## src/sv/pfe_pkg.sv

```systemverilog
// shared types, constants and saturation helpers for the postfix evaluator
package pfe_pkg;

  localparam int VAL_W             = 48;
  localparam int STACK_DEPTH_DEF   = 64;
  localparam int FRACTION_BITS_DEF = 16;
  localparam int QUEUE_DEPTH       = 4;

  typedef logic [VAL_W-1:0] val_t;

  localparam val_t VAL_MAX = {1'b0, {(VAL_W-1){1'b1}}};
  localparam val_t VAL_MIN = {1'b1, {(VAL_W-1){1'b0}}};

  typedef enum logic [2:0] {
    STAT_OK        = 3'd0,
    STAT_BAD_CHAR  = 3'd1,
    STAT_UNDERFLOW = 3'd2,
    STAT_OVERFLOW  = 3'd3,
    STAT_DIV_ZERO  = 3'd4,
    STAT_LEFTOVER  = 3'd5
  } status_t;

  typedef enum logic [2:0] {
    OP_DIGIT,
    OP_ADD,
    OP_SUB,
    OP_MUL,
    OP_DIV,
    OP_BAD
  } op_t;

  typedef enum logic [1:0] {
    S_IDLE,
    S_MUL,
    S_DIV,
    S_WB
  } state_t;

  typedef struct packed {
    op_t        op;
    logic [3:0] digit;
    logic       last;
  } cmd_t;

  function automatic val_t abs_val(input val_t v);
    return v[VAL_W-1] ? (~v + val_t'(1)) : v;
  endfunction

  // big: magnitude reached 2^47 or more
  function automatic val_t sat_mag(input logic big, input logic [VAL_W-2:0] mag,
                                   input logic neg);
    if (neg) begin
      return big ? VAL_MIN : (~{1'b0, mag} + val_t'(1));
    end
    return big ? VAL_MAX : {1'b0, mag};
  endfunction

endpackage

```

## src/sv/pfe_front.sv

```systemverilog
// input side: symbol classification and command queue
module pfe_front (
  input  logic          clk,
  input  logic          rst_n,
  input  logic          in_tvalid,
  output logic          in_tready,
  input  logic [7:0]    in_tdata,
  input  logic          in_tlast,
  output logic          cmd_valid,
  output pfe_pkg::cmd_t cmd,
  input  logic          cmd_pop
);

  localparam int QD  = pfe_pkg::QUEUE_DEPTH;
  localparam int QAW = $clog2(QD);

  localparam logic [7:0] CHR_ZERO  = 8'h30;
  localparam logic [7:0] CHR_NINE  = 8'h39;
  localparam logic [7:0] CHR_PLUS  = 8'h2b;
  localparam logic [7:0] CHR_MINUS = 8'h2d;
  localparam logic [7:0] CHR_STAR  = 8'h2a;
  localparam logic [7:0] CHR_SLASH = 8'h2f;

  pfe_pkg::cmd_t  queue_r [QD];
  logic [QAW-1:0] wr_ptr_r, wr_ptr_nxt;
  logic [QAW-1:0] rd_ptr_r, rd_ptr_nxt;
  logic [QAW:0]   count_r, count_nxt;
  logic           push;
  pfe_pkg::cmd_t  cls;

  always_comb begin
    cls.last  = in_tlast;
    cls.digit = 4'(in_tdata - CHR_ZERO);
    priority if (in_tdata >= CHR_ZERO && in_tdata <= CHR_NINE) begin
      cls.op = pfe_pkg::OP_DIGIT;
    end else if (in_tdata == CHR_PLUS) begin
      cls.op = pfe_pkg::OP_ADD;
    end else if (in_tdata == CHR_MINUS) begin
      cls.op = pfe_pkg::OP_SUB;
    end else if (in_tdata == CHR_STAR) begin
      cls.op = pfe_pkg::OP_MUL;
    end else if (in_tdata == CHR_SLASH) begin
      cls.op = pfe_pkg::OP_DIV;
    end else begin
      cls.op = pfe_pkg::OP_BAD;
    end
  end

  assign in_tready = (count_r != (QAW+1)'(QD));
  assign push      = in_tvalid && in_tready;
  assign cmd_valid = (count_r != '0);
  assign cmd       = queue_r[rd_ptr_r];

  always_comb begin
    wr_ptr_nxt = push ? wr_ptr_r + QAW'(1) : wr_ptr_r;
    rd_ptr_nxt = cmd_pop ? rd_ptr_r + QAW'(1) : rd_ptr_r;
    count_nxt  = count_r + (QAW+1)'(push) - (QAW+1)'(cmd_pop);
  end

  always_ff @(posedge clk) begin
    if (!rst_n) begin
      wr_ptr_r <= '0;
      rd_ptr_r <= '0;
      count_r  <= '0;
    end else begin
      wr_ptr_r <= wr_ptr_nxt;
      rd_ptr_r <= rd_ptr_nxt;
      count_r  <= count_nxt;
    end
  end

  always_ff @(posedge clk) begin
    if (push) begin
      queue_r[wr_ptr_r] <= cls;
    end
  end

endmodule

```

## config.mk

```make
export PLATFORM = sky130hd
export DESIGN_NAME = pfe_front
export DESIGN_NICKNAME = d
export VERILOG_FILES = /design/src/sv/pfe_pkg.sv /design/src/sv/pfe_front.sv
export SDC_FILE = /design/constraint.sdc
export NUM_CORES = 1
export LEC_CHECK = 0
export ABC_AREA = 1
export BUFFER_PORTS_ARGS = -buffer_cell sky130_fd_sc_hd__buf_2
export CAP_MARGIN = 20
export CORE_MARGIN = 2
export CORE_UTILIZATION = 45
export CTS_CLUSTER_DIAMETER = 120
export DETAILED_ROUTE_END_ITERATION = 8
export PLACE_DENSITY = 0.71
export SLEW_MARGIN = 20
export SYNTH_ARGS = -nofsm -noshare
export SYNTH_HDL_FRONTEND = slang
export SYNTH_SLANG_ARGS = --single-unit
```

## constraint.sdc

```tcl
create_clock -name clk -period 4.9 [get_ports clk]
set_clock_uncertainty 0.2 [all_clocks]
set_input_delay 1.47 -clock clk [delete_from_list [all_inputs] [get_ports clk]]
set_output_delay 1.47 -clock clk [all_outputs]
set_load 0.1 [all_outputs]
```

==> results.sh <==
export IMPL_holdWs_ns=0.272
export IMPL_rows=22
export IMPL_syn_nets=190
export IMPL_yosysTopAreaCellShare_pct=53.8
export IMPL_utilization_pct=53.8
export IMPL_place_congestion=0.809
export IMPL_routed_wl_um=2930
export IMPL_synthDistinctLibCells=17
export IMPL_slew_viol_final=0
export IMPL_max_freq_mhz=283
export IMPL_clockBufferDepth=2
export IMPL_cp_slowest_cell="dfxtp_1"
export IMPL_antenna_cells=0
export IMPL_initial_utilization_pct=47.7
export IMPL_grt_start_max_net_pins=18
export IMPL_grt_use_total_pct=15.4
export IMPL_synth_seq_cells=41
export IMPL_synth_top_family_by_area="simple AND/OR/NAND/NOR gates"
export IMPL_cts_root_buf="clkbuf_8"
export IMPL_postRouteAntennaNets=0
export IMPL_crit_path_end="cmd[1]"
export IMPL_power_static_leakage_nw=0.822
export IMPL_vias=1200
export IMPL_n_fill_cell=344
export IMPL_syn_inst=170
export IMPL_core_um2=3740
export IMPL_period_minus_slack_ns=3.54
export IMPL_crit_type="flip-flop to output pin"
export IMPL_max_stage_delay_ns=0.68
export IMPL_ctsResizeCount=0
export IMPL_cts_tree="done"
export IMPL_synth_simple_gate_area_share_pct=13.7
export IMPL_critPathRequiredTime_ns=3.23
export IMPL_r2r_slack_ns=2.85
export IMPL_drive_gt1_share_pct=16.7
export IMPL_rsz0062_at_grt="no"
export IMPL_outcome="completed"
export IMPL_synth_compound_area_share_pct=10.2
export IMPL_hold_viol_final=0
export IMPL_r2r_end="count_r[2]"
export IMPL_grt_pass1_vias=1045
export IMPL_slew_headroom_pct=46.1
export IMPL_drtIter0Drc=62
export IMPL_grt_pass1_wl_um=4860
export IMPL_finalSetupViolCount=0
export IMPL_synth_xor_xnor_area_share_pct=0.490
export IMPL_cp_start_kind="flip-flop"
export IMPL_cts_sinks=41
export IMPL_cts_buffers=5
export IMPL_grt_ovfl_total=0
export IMPL_cts_hold_buf=0
export IMPL_r2r_start="count_r[1]"
export IMPL_clock_latency_ns=0.28
export IMPL_cp_num_buf_inv=2
export IMPL_post_cts_setup_buffer_count=0
export IMPL_rr_worst_depth=9
export IMPL_htree_levels=2
export IMPL_synthAdderAreaFrac_pct=5.32
export IMPL_total_power_w=0.000950
export IMPL_finalCritPeriodShare_pct=72.2
export IMPL_worstHoldStart="rd_ptr_r[1]"
export IMPL_layout_nets=217
export IMPL_critPathTopFamily="flip-flops"
export IMPL_drc_errors=0
export IMPL_drv_cap=0
export IMPL_ioPinCount=23
export IMPL_vdd_drop_max_mv=0.291
export IMPL_worstPathArrival_ns=1.87
export IMPL_tns_ns=0
export IMPL_crit_chain="inv_2 -> o21ai_0 -> o22ai_1 -> buf_2"
export IMPL_clkTransAtPathRegs_ns=0.07
export IMPL_die_area_um2=4490
export IMPL_tightest_slew_ns=0.805
export IMPL_via_per_inst=4.88
export IMPL_die_h_um=67.0
export IMPL_syn_area_um2=1790
export IMPL_drt_first_pass_iters=4
export IMPL_seq_area_frac_synth_pct=63.9
export IMPL_numPortBuffers=22
export IMPL_wl_per_cell_um=11.9
export IMPL_die_w_um=67.0
export IMPL_dpl_hpwl_um=2060
export IMPL_seqCellArea_um2=1140
export IMPL_power_density_nw_per_um2=472
export IMPL_synth_top_area_cell="edfxtp_1"
export IMPL_area_delta_synth_final_pct=12.8
export IMPL_min_path_type="flip-flop to flip-flop"
export IMPL_end_kind="output pin"
export IMPL_syn_avg_cell_area_um2=10.5
export IMPL_path_max_fanout=17
export IMPL_multi_input_area_um2=529
export IMPL_ys_warn_count=0
export IMPL_synth_area_leaders="edfxtp_1 (54%), dfxtp_1 (10%), nor2_1 (6.9%), inv_1 (5.0%), nand2_1 (5.0%)"
export IMPL_antenna_found_initial=0
export IMPL_cp_num_cells=4
export IMPL_synth_mux_area_share_pct=0
-- cells in the final DEF (no fill, tap or decap) --
cell	synthesis	routed
inv_2	1	1
inv_1	24	24
clkinv_1	0	2
o21ai_0	14	14
nand3_2	1	1
xnor2_1	1	1
nand3_1	4	4
ha_1	6	6
nor2_1	33	33
edfxtp_1	32	32
a21oi_1	6	6
o21ai_1	1	1
fa_1	1	1
clkinv_2	0	1
buf_2	0	22
o22ai_1	8	8
clkbuf_8	0	5
dfxtp_1	9	9
o21ai_2	3	3
nand2_1	24	24
-- area by class of cell --
class	instances	area share, %
inverter	25	4.66
timing repair buffer	22	5.46
clock buffer	5	3.41
multi-input combinational	102	26.3
tap	48	2.98
clock inverter	3	0.621
sequential	41	56.6
-- kinds of logic (layout without fill, tap and decap cells) --
logic type,count (synthesis),after routing
AO/OA/AOI/OAI,32,32
adder cells (fa/ha/maj),7,7
flip-flops,41,41
XOR/XNOR,1,1
AND/OR/NAND/NOR,62,62
buffers and inverters,27,55
-- stage by stage --
stage	area [um2]	worst slack, ns	cells
2_1_floorplan	1790	1.13	170
3_3_place_gp	1930	1.73	238
3_5_place_dp	1930	1.66	238
4_1_cts	2020	1.34	246
5_1_grt	2020	1.17	246
6_report	2020	1.36	246
-- flip-flops by register name (all words and copies together) (netlist names), named ones only --
register	count
wr_ptr_r	2
count_r	3
rd_ptr_r	2
queue_r	32
-- metal layers --
layer	GRT usage [%]	part of all wire (%)
met4	8.42	2.3
met1	19.9	48
met3	3.55	3.2
met5	0	0
met2	23.6	46
-- report_power, final --
| group | internal, W | switching [W] | total, W |
|---|---|---|---|
| Sequential | 0.000421 | 0.0000233 | 0.000444 |
| Clock | 0.0000957 | 0.000102 | 0.000198 |
| Combinational | 0.0000621 | 0.000246 | 0.000308 |
-- cell usage after synthesis --
master	number
o21ai_1	1
nand3_1	4
inv_2	1
nand2_1	24
dfxtp_1	9
o21ai_0	14
nand3_2	1
o22ai_1	8
o21ai_2	3
inv_1	24
ha_1	6
a21oi_1	6
nor2_1	33
fa_1	1
xnor2_1	1
buf_6	2
edfxtp_1	32
-- worst min-delay path, cell delays in order (launching register included) --
cell and delay (ns):
dfxtp_1 0.30, inv_1 0.05, a21oi_1 0.07
-- worst min path at each step --
stage	to	slack (ns)	cells after the start
after CTS	rd_ptr_r[1]	0.27	2
after floorplan	flip-flop	0.24	2
after detailed placement	rd_ptr_r[1]	0.26	2
final	rd_ptr_r[1]	0.27	2
after global routing	flip-flop	0.31	1
after global placement	rd_ptr_r[1]	0.25	2
Note: power is estimated with default switching activity, not from simulation.
